**src/rtl/dhcv_pkg.sv**
```systemverilog
// shared types and constants for the datagram header checksum validator
`default_nettype none

package dhcv_pkg;

	localparam int HEADER_BYTES         = 20;
	localparam int MAX_PACKET_BYTES_DEF = 65535;

	// header + 4 * sack + payload length tops out at 65615
	localparam int NEED_W    = 18;
	localparam int CFG_IDX_W = 1;
	localparam int CFG_DAT_W = 32;

	localparam logic [CFG_IDX_W-1:0] CFG_EXPECTED_ID = 1'd0;
	localparam logic [CFG_IDX_W-1:0] CFG_SKIP_CHECK  = 1'd1;

	typedef enum logic [2:0] {
		RSN_OK    = 3'd0,
		RSN_SHORT = 3'd1,
		RSN_ID    = 3'd2,
		RSN_CSUM  = 3'd3,
		RSN_LEN   = 3'd4
	} drop_reason_t;

	// one byte held in the input register
	typedef struct packed {
		logic       valid;
		logic [7:0] data_byte;
		logic       last_byte;
	} byte_item_t;

endpackage

`default_nettype wire

```
**src/rtl/dhcv_if.sv**
```systemverilog
// handshake channels: byte stream, verdict and register writes
`default_nettype none

interface dhcv_byte_if;
	logic       valid;
	logic       ready;
	logic [7:0] data_byte;
	logic       last_byte;

	modport source (output valid, data_byte, last_byte, input ready);
	modport sink (input valid, data_byte, last_byte, output ready);
endinterface

interface dhcv_verdict_if;
	logic       valid;
	logic       ready;
	logic       accepted;
	logic [2:0] drop_reason;

	modport source (output valid, accepted, drop_reason, input ready);
	modport sink (input valid, accepted, drop_reason, output ready);
endinterface

interface dhcv_cfg_if;
	import dhcv_pkg::*;
	logic                 valid;
	logic                 ready;
	logic [CFG_IDX_W-1:0] index;
	logic [CFG_DAT_W-1:0] data;

	modport source (output valid, index, data, input ready);
	modport sink (input valid, index, data, output ready);
endinterface

`default_nettype wire

```
**src/rtl/dhcv_in_stage.sv**
```systemverilog
// input register that holds one byte until the checker takes it
`default_nettype none

module dhcv_in_stage (
	input  wire                  clk,
	input  wire                  arst_n,
	dhcv_byte_if.sink            rx_bytes,
	input  wire                  advance,
	output dhcv_pkg::byte_item_t item_s1
);
	import dhcv_pkg::*;

	// room when empty or when the held byte moves on this cycle
	assign rx_bytes.ready = !item_s1.valid || advance;

	always_ff @(posedge clk or negedge arst_n) begin
		if (!arst_n) begin
			item_s1.valid     <= 1'b0;
			item_s1.data_byte <= '0;
			item_s1.last_byte <= 1'b0;
		end else if (rx_bytes.ready) begin
			item_s1.valid     <= rx_bytes.valid;
			item_s1.data_byte <= rx_bytes.data_byte;
			item_s1.last_byte <= rx_bytes.last_byte;
		end
	end

endmodule

`default_nettype wire

```
**src/rtl/dhcv_core.sv**
```systemverilog
// per-datagram capture, ones-complement sum, checks and verdict register
`default_nettype none

module dhcv_core #(
	parameter int MAX_PACKET_BYTES = dhcv_pkg::MAX_PACKET_BYTES_DEF
) (
	input  wire                  clk,
	input  wire                  arst_n,
	input  dhcv_pkg::byte_item_t item_s1,
	output logic                 advance,
	dhcv_cfg_if.sink             cfg,
	dhcv_verdict_if.source       verdict
);
	import dhcv_pkg::*;

	localparam int CNT_W = $clog2(MAX_PACKET_BYTES + 1);

	logic [31:0]      exp_id_q;
	logic             skip_q;
	logic [CNT_W-1:0] cnt_q;
	logic [15:0]      sum_q;
	logic [7:0]       pend_q;
	logic [31:0]      conn_q;
	logic [3:0]       sack_q;
	logic [15:0]      plen_q;
	logic             out_valid_q;
	logic             accepted_q;
	drop_reason_t     reason_q;

	logic             live;
	logic             odd_idx;
	logic [15:0]      addend;
	logic [16:0]      raw_sum;
	logic [15:0]      sum_nx;
	logic [CNT_W-1:0] cnt_nx;
	logic [7:0]       pend_nx;
	logic [31:0]      conn_nx;
	logic [3:0]       sack_nx;
	logic [15:0]      plen_nx;
	logic [NEED_W-1:0] need;
	drop_reason_t     reason_nx;
	logic [7:0]       b;

	assign cfg.ready = 1'b1;

	// a non-last byte never waits on the verdict side
	assign advance = item_s1.valid &&
		(!item_s1.last_byte || !out_valid_q || verdict.ready);

	assign b       = item_s1.data_byte;
	assign live    = cnt_q != CNT_W'(MAX_PACKET_BYTES);
	assign odd_idx = cnt_q[0];

	// word to fold in: full pair, or the zero-padded odd tail on the last byte
	always_comb begin
		if (live) begin
			if (odd_idx)
				addend = {pend_q, b};
			else if (item_s1.last_byte)
				addend = {b, 8'h00};
			else
				addend = 16'h0000;
		end else begin
			addend = (odd_idx && item_s1.last_byte) ? {pend_q, 8'h00} : 16'h0000;
		end
	end

	assign raw_sum = {1'b0, sum_q} + {1'b0, addend};
	assign sum_nx  = raw_sum[15:0] + 16'(raw_sum[16]);

	always_comb begin
		cnt_nx  = cnt_q;
		pend_nx = pend_q;
		conn_nx = conn_q;
		sack_nx = sack_q;
		plen_nx = plen_q;
		if (live) begin
			cnt_nx = cnt_q + CNT_W'(1);
			if (!odd_idx)
				pend_nx = b;
			if (cnt_q < CNT_W'(4))
				conn_nx = {conn_q[23:0], b};
			else if (cnt_q == CNT_W'(13))
				sack_nx = b[3:0];
			else if (cnt_q == CNT_W'(16))
				plen_nx = {b, plen_q[7:0]};
			else if (cnt_q == CNT_W'(17))
				plen_nx = {plen_q[15:8], b};
		end
	end

	assign need = NEED_W'(HEADER_BYTES) + NEED_W'({sack_nx, 2'b00}) + NEED_W'(plen_nx);

	always_comb begin
		priority if (NEED_W'(cnt_nx) < NEED_W'(HEADER_BYTES))
			reason_nx = RSN_SHORT;
		else if (!skip_q && conn_nx != exp_id_q)
			reason_nx = RSN_ID;
		else if (sum_nx != 16'hFFFF)
			reason_nx = RSN_CSUM;
		else if (NEED_W'(cnt_nx) < need)
			reason_nx = RSN_LEN;
		else
			reason_nx = RSN_OK;
	end

	always_ff @(posedge clk or negedge arst_n) begin
		if (!arst_n) begin
			exp_id_q <= '0;
			skip_q   <= 1'b1;
		end else if (cfg.valid) begin
			unique case (cfg.index)
				CFG_EXPECTED_ID: exp_id_q <= cfg.data;
				CFG_SKIP_CHECK:  skip_q   <= cfg.data[0];
				default: ;
			endcase
		end
	end

	always_ff @(posedge clk or negedge arst_n) begin
		if (!arst_n) begin
			cnt_q  <= '0;
			sum_q  <= '0;
			pend_q <= '0;
			conn_q <= '0;
			sack_q <= '0;
			plen_q <= '0;
		end else if (advance) begin
			if (item_s1.last_byte) begin
				cnt_q  <= '0;
				sum_q  <= '0;
				pend_q <= '0;
				conn_q <= '0;
				sack_q <= '0;
				plen_q <= '0;
			end else begin
				cnt_q  <= cnt_nx;
				sum_q  <= sum_nx;
				pend_q <= pend_nx;
				conn_q <= conn_nx;
				sack_q <= sack_nx;
				plen_q <= plen_nx;
			end
		end
	end

	always_ff @(posedge clk or negedge arst_n) begin
		if (!arst_n) begin
			out_valid_q <= 1'b0;
			accepted_q  <= 1'b0;
			reason_q    <= RSN_OK;
		end else if (advance && item_s1.last_byte) begin
			out_valid_q <= 1'b1;
			accepted_q  <= reason_nx == RSN_OK;
			reason_q    <= reason_nx;
		end else if (verdict.ready) begin
			out_valid_q <= 1'b0;
		end
	end

	assign verdict.valid       = out_valid_q;
	assign verdict.accepted    = accepted_q;
	assign verdict.drop_reason = reason_q;

`ifndef NO_ASSERTIONS
	a_clear_after_last: assert property (@(posedge clk) disable iff (!arst_n)
		advance && item_s1.last_byte |=> cnt_q == '0 && sum_q == '0)
		else $error("per-datagram state not cleared after last byte");

	a_cnt_bound: assert property (@(posedge clk) disable iff (!arst_n)
		NEED_W'(cnt_q) <= NEED_W'(MAX_PACKET_BYTES))
		else $error("byte count past saturation");

	a_accept_match: assert property (@(posedge clk) disable iff (!arst_n)
		out_valid_q |-> accepted_q == (reason_q == RSN_OK))
		else $error("accepted flag disagrees with drop reason");

	a_no_overwrite: assert property (@(posedge clk) disable iff (!arst_n)
		out_valid_q && !verdict.ready |=> out_valid_q && $stable(reason_q))
		else $error("pending verdict overwritten");
`endif

endmodule

`default_nettype wire

```
**src/rtl/datagram_header_checksum_validator_top.sv**
```systemverilog
// top level of the datagram header checksum validator
//
//  channel   | dir | fields                    | request taken when
//  ----------+-----+---------------------------+--------------------
//  rx_bytes  | in  | data_byte[7:0], last_byte | valid & ready
//  verdict   | out | accepted, drop_reason[2:0]| valid & ready
//  cfg       | in  | index[0], data[31:0]      | valid & ready (ready tied high)
//
// one byte per cycle sustained unless a stalled verdict holds a last byte; a byte
// is registered, then the capture, sum fold and checks run in the next cycle and
// the verdict lands in a result register, valid once the checker takes the last
// byte; reset clears all per-datagram state and the registers (listening mode on)
// a stalled verdict holds back only a following last byte and the bytes behind it
`default_nettype none

module datagram_header_checksum_validator_top #(
	parameter int MAX_PACKET_BYTES = dhcv_pkg::MAX_PACKET_BYTES_DEF
) (
	input wire             clk,
	input wire             arst_n,
	dhcv_byte_if.sink      rx_bytes,
	dhcv_verdict_if.source verdict,
	dhcv_cfg_if.sink       cfg
);
	import dhcv_pkg::*;

	// byte held between the input register and the checker
	byte_item_t item_s1;
	// checker consumes the held byte this cycle
	logic       advance;

	dhcv_in_stage u_in_stage (
		.clk      (clk),
		.arst_n   (arst_n),
		.rx_bytes (rx_bytes),
		.advance  (advance),
		.item_s1  (item_s1)
	);

	// capture, running sum, checks and verdict register
	dhcv_core #(
		.MAX_PACKET_BYTES (MAX_PACKET_BYTES)
	) u_core (
		.clk     (clk),
		.arst_n  (arst_n),
		.item_s1 (item_s1),
		.advance (advance),
		.cfg     (cfg),
		.verdict (verdict)
	);

endmodule

`default_nettype wire
```
**src/flat_wrapper.sv**
```systemverilog
// flat-port wrapper written by rule: the top's interface ports become plain ports
module datagram_header_checksum_validator_top_flat import dhcv_pkg::*;
#(
	parameter int MAX_PACKET_BYTES = dhcv_pkg::MAX_PACKET_BYTES_DEF
)
  (clk, arst_n, rx_bytes_valid, rx_bytes_data_byte, rx_bytes_last_byte, rx_bytes_ready, verdict_valid, verdict_accepted, verdict_drop_reason, verdict_ready, cfg_valid, cfg_index, cfg_data, cfg_ready);
  dhcv_byte_if rx_bytes_i ();
  dhcv_verdict_if verdict_i ();
  dhcv_cfg_if cfg_i ();
  input wire clk;
  input wire arst_n;
  input wire logic [$bits(rx_bytes_i.valid)-1:0] rx_bytes_valid;
  input wire logic [$bits(rx_bytes_i.data_byte)-1:0] rx_bytes_data_byte;
  input wire logic [$bits(rx_bytes_i.last_byte)-1:0] rx_bytes_last_byte;
  output wire logic [$bits(rx_bytes_i.ready)-1:0] rx_bytes_ready;
  output wire logic [$bits(verdict_i.valid)-1:0] verdict_valid;
  output wire logic [$bits(verdict_i.accepted)-1:0] verdict_accepted;
  output wire logic [$bits(verdict_i.drop_reason)-1:0] verdict_drop_reason;
  input wire logic [$bits(verdict_i.ready)-1:0] verdict_ready;
  input wire logic [$bits(cfg_i.valid)-1:0] cfg_valid;
  input wire logic [$bits(cfg_i.index)-1:0] cfg_index;
  input wire logic [$bits(cfg_i.data)-1:0] cfg_data;
  output wire logic [$bits(cfg_i.ready)-1:0] cfg_ready;
  assign rx_bytes_i.valid = rx_bytes_valid;
  assign rx_bytes_i.data_byte = rx_bytes_data_byte;
  assign rx_bytes_i.last_byte = rx_bytes_last_byte;
  assign rx_bytes_ready = rx_bytes_i.ready;
  assign verdict_valid = verdict_i.valid;
  assign verdict_accepted = verdict_i.accepted;
  assign verdict_drop_reason = verdict_i.drop_reason;
  assign verdict_i.ready = verdict_ready;
  assign cfg_i.valid = cfg_valid;
  assign cfg_i.index = cfg_index;
  assign cfg_i.data = cfg_data;
  assign cfg_ready = cfg_i.ready;
  datagram_header_checksum_validator_top #(.MAX_PACKET_BYTES(MAX_PACKET_BYTES)) u_core (.clk(clk), .arst_n(arst_n), .rx_bytes(rx_bytes_i), .verdict(verdict_i), .cfg(cfg_i));
endmodule
```
**config.mk**
```make
export PLATFORM = sky130hd
export DESIGN_NAME = datagram_header_checksum_validator_top_flat
export DESIGN_NICKNAME = d
export VERILOG_FILES = /design/src/rtl/dhcv_pkg.sv /design/src/rtl/dhcv_if.sv /design/src/rtl/dhcv_in_stage.sv /design/src/rtl/dhcv_core.sv /design/src/rtl/datagram_header_checksum_validator_top.sv /design/src/flat_wrapper.sv
export SDC_FILE = /design/constraint.sdc
export NUM_CORES = 1
export LEC_CHECK = 0
export BUFFER_PORTS_ARGS = -buffer_cell sky130_fd_sc_hd__buf_2
export CORE_MARGIN = 4
export CORE_UTILIZATION = 66
export CTS_BUF_LIST = sky130_fd_sc_hd__clkbuf_8
export DETAILED_ROUTE_END_ITERATION = 16
export PLACE_DENSITY = 0.94
export RECOVER_POWER = 50
export SYNTH_ARGS = -nofsm -noshare
export SYNTH_HDL_FRONTEND = slang
export SYNTH_SLANG_ARGS = --single-unit
```
**constraint.sdc**
```tcl
create_clock -name clk -period 10.85 [get_ports clk]
set_input_delay 1.085 -clock clk [delete_from_list [all_inputs] [get_ports clk]]
set_output_delay 1.085 -clock clk [all_outputs]
set_load 0.02 [all_outputs]
```
==> flow_summary.yaml <==
worst_setup_path:
  critPathLaunchType: "register"
  endpoint: "u_core.u_core.verdict.accepted"
  r2r_start: "u_core.u_core.cnt_q[0]"
  reg2regPathDepth: 24
  critical_path.slowest_cell: "or4b_2"
  crit_path_start: "u_core.u_core.cnt_q[0]"
  critPathCaptureType: "register"
  arrival_ns: 7.75
  cp_cell_sequence: "ha_1 -> nand2_1 -> nor2_1 -> nand2_1 -> and3_1 -> a22o_1 -> ha_1 -> a211o_1 -> a2111oi_0 -> a311oi_1 -> a31o_2 -> a21oi_1 -> o21bai_1 -> a21o_1 -> ha_1 -> ha_1 -> and2_1 -> xnor3_1 -> a22oi_1 -> or4b_2 -> a2111oi_4 -> o2111ai_1 -> nor4_2 -> a32o_2"
  cp_data_required_time_ns: 11.27
  worstPathMaxFanout: 20
  critical_path_class: "reg -> reg"
  r2r-end: "u_core.u_core.verdict.accepted"
  r2r_slack_ns: 3.52
  cp_common_cell: "ha_1"
  worst_path_largest_cell_delay_ns: 0.71
drt:
  routed_via_density: 6.76
  first_pass_iters: 6
  detail_route.iter0.violations: 989
  vias: 7933
  wl_per_cell_um: 20.5
  drc_errors: 0
  drt_wl_total_um: 24100
  ant_nets: 0
power_and_ir_drop:
  leakage_nw: 4.45
  p_int_w: 0.000940
  p_sw_share_pct: 36.6
  clockPowerShare_pct: 29.2
  p_comb_share_pct: 27.0
  power_w: 0.00148
  ir_drop_mv: 0.136
  p_switching_w: 0.000544
  power.density_nw_per_um2: 152
  p_seq_share_pct: 43.8
job:
  max-cap-violations: 3
timing:
  max_freq_ghz: 0.136
  fin_skew_ns: 0.0147
  maxSlewViolCount: 194
  setup-tns-final_ns: 0
  worst_pin_slew_ns: 3.71
  timing.slew.headroom_pct: -147
  rsz0062_at_grt: "false"
  setup_viol: 0
  timing.final.crit_share_pct: 67.6
  period_needed_ns: 7.33
  hold_slack_ns: 0.493
  hold_viol_final: 0
clocking:
  clockBufferDepth: 2
  cts_tree: "done"
  cts-root-buf: "clkbuf_8"
  hold_buffers: 0
  postCtsSetupBuffers: 0
  cts.htree.levels: 4
  post_cts_resized: 0
  clk_latency_ns: 0.48
  numClockSinks: 140
  cts_buffers: 17
  path_clk_slew_ns: 0.09
placed_design:
  hpwl_um: 17100
  portBuffers: 52
  globalplace.congestion: 0.953
  dpl.cell_count: 1142
yosys:
  synth.distinct_cells: 84
  synth-edff-count: 0
  ys_seq_elements: 140
  yosysMostFrequentCell: "dfrtp_1"
  ys_async_sr_fraction_pct: 100
  synthesis.area_um2: 9060
  synthCells: 962
  yosysTopAreaCellShare_pct: 38.4
  synth_common_cells: "dfrtp_1, nand2_1, a22o_1, o21ai_0, clkbuf_1"
  yosys_warnings: 0
  yosysTopAreaCell: "dfrtp_1"
  ys.flop_type: "dfrtp_1"
  synth_nets: 1055
  synth_area_per_cell_um2: 9.42
  yosysSeqAreaShare_pct: 38.7
  synthTopCellsByArea: "dfrtp_1, a22o_1, ha_1"
die:
  rows: 42
  dieArea_um2: 15700
  core_area_um2: 13300
  die_w_um: 125
  start_util_pct: 67.9
  dieHeight_um: 125
  pin_count: 54
finish:
  fin_cells: 1174
  drive_gt1_share_pct: 14.0
  nFillCells: 993
  nNetsFinal: 1078
  areaGrowthSynthToFinish_pct: 7.61
  finalCoreUtilization_pct: 73.0
  diodes: 0
grt:
  grt_pass1_vias: 7785
  overflow: 0
  grt_usage_pct: 31.3
  antenna_found_initial: 0
  grt_max_degree: 74
  grt_pass1_wl_um: 39600
hold_path:
  hold_path.class: "reg -> reg"
outcome:
  status: "complete, but fails checks"
  violations: "capacitance limit, slew limit"
## cells by family (layout without fill, tap and decap cells)
logic type	after synthesis	count (layout)	synth area share (%)
xor gates and xnor gates	77	77	7.76
muxes	47	47	5.61
adders and majority gates	46	46	6.52
other	1	1	0.0414
and+or+nand+nor	287	287	15.9
AOI/OAI and AO/OA	263	263	21.0
buffers and inverters	101	137	4.53
DFF	140	140	38.7
## critical path: cells and delay by family, from the launching register on
family	cells	cell delay [ns]
flip-flops	1	0.67
adder cells (fa/ha/maj)	4	1.16
AND/OR/NAND/NOR	7	2.50
AO/OA/AOI/OAI	12	2.72
XOR/XNOR	1	0.21
## worst min-delay path by stage
stage,start,end,slack [ns],depth (start not counted)
floorplan,u_core.u_core.sum_q[0],u_core.u_core.sum_q[0],0.45,2
global placement,u_core.u_core.sack_q[0],u_core.u_core.sack_q[0],0.46,2
detailed placement,u_core.u_core.plen_q[7],u_core.u_core.plen_q[7],0.47,2
CTS,u_core.u_core.plen_q[7],u_core.u_core.plen_q[7],0.49,2
global route,u_core.u_core.plen_q[7],u_core.u_core.plen_q[7],0.51,2
finish,u_core.u_core.plen_q[7],u_core.u_core.plen_q[7],0.49,2
## state kept, by name, indices dropped and copies added, names as in the netlist, 4 cells and up
signal,cells
u_core.u_core.sack_q,4
u_core.u_in_stage.item_s1,10
u_core.u_core.cnt_q,16
u_core.u_core.pend_q,8
u_core.u_core.exp_id_q,32
u_core.u_core.conn_q,32
u_core.u_core.plen_q,16
u_core.u_core.sum_q,16
## routing by layer
layer | GRT usage [%] | routed length, um | up-vias
met3 | 7.08 | 2210 | 95
met4 | 13.1 | 924 | 0
met5 | 0 | 0 | -
met2 | 49.0 | 11200 | 486
met1 | 42.4 | 9730 | 3804
li1 | - | - | 3548
## layout make-up
class / instances / area, um2 / share of cell area, %
Multi-Input combinational cell: 721 / 5150 / 52.8
Sequential cell: 140 / 3500 / 36.0
Timing Repair Buffer: 59 / 300 / 3.08
Clock buffer: 18 / 248 / 2.54
Tap cell: 176 / 220 / 2.26
Inverter: 46 / 173 / 1.77
Clock inverter: 14 / 150 / 1.54
## metrics by stage
| step | cell area, um2 | setup WS, ns |
|---|---|---|
| 4_1_cts | 9770 | 3.69 |
| 6_report | 9750 | 3.52 |
| 5_1_grt | 9750 | 2.84 |
| 2_1_floorplan | 9060 | 4.70 |
| 3_5_place_dp | 9380 | 3.72 |
| 3_3_place_gp | 9380 | 4.06 |
## power groups by stage
stage / clock (W) / combinational (W) / sequential, W
2_1_floorplan: 0 / 0.000313 / 0.000626
3_3_place_gp: 0 / 0.000379 / 0.000654
3_5_place_dp: 0 / 0.000393 / 0.000656
4_1_cts: 0.000433 / 0.000395 / 0.000646
5_1_grt: 0.000462 / 0.000439 / 0.000656
6_report: 0.000433 / 0.000401 / 0.000650
## cells in the final DEF (no fill, tap or decap), types with 17 or more instances in the layout
cell type	instances
dfrtp_1	139
nand2_1	102
a22o_1	64
o21ai_0	64
inv_1	46
buf_2	45
nor2_1	44
xnor2_1	44
ha_1	44
a21oi_1	30
xor2_1	30
mux2_2	28
nand3_1	27
nand4_1	19
and3_1	19
clkbuf_8	18
nor3_1	17
mux2i_1	17
No activity file was read; power rests on OpenSTA's default activity.
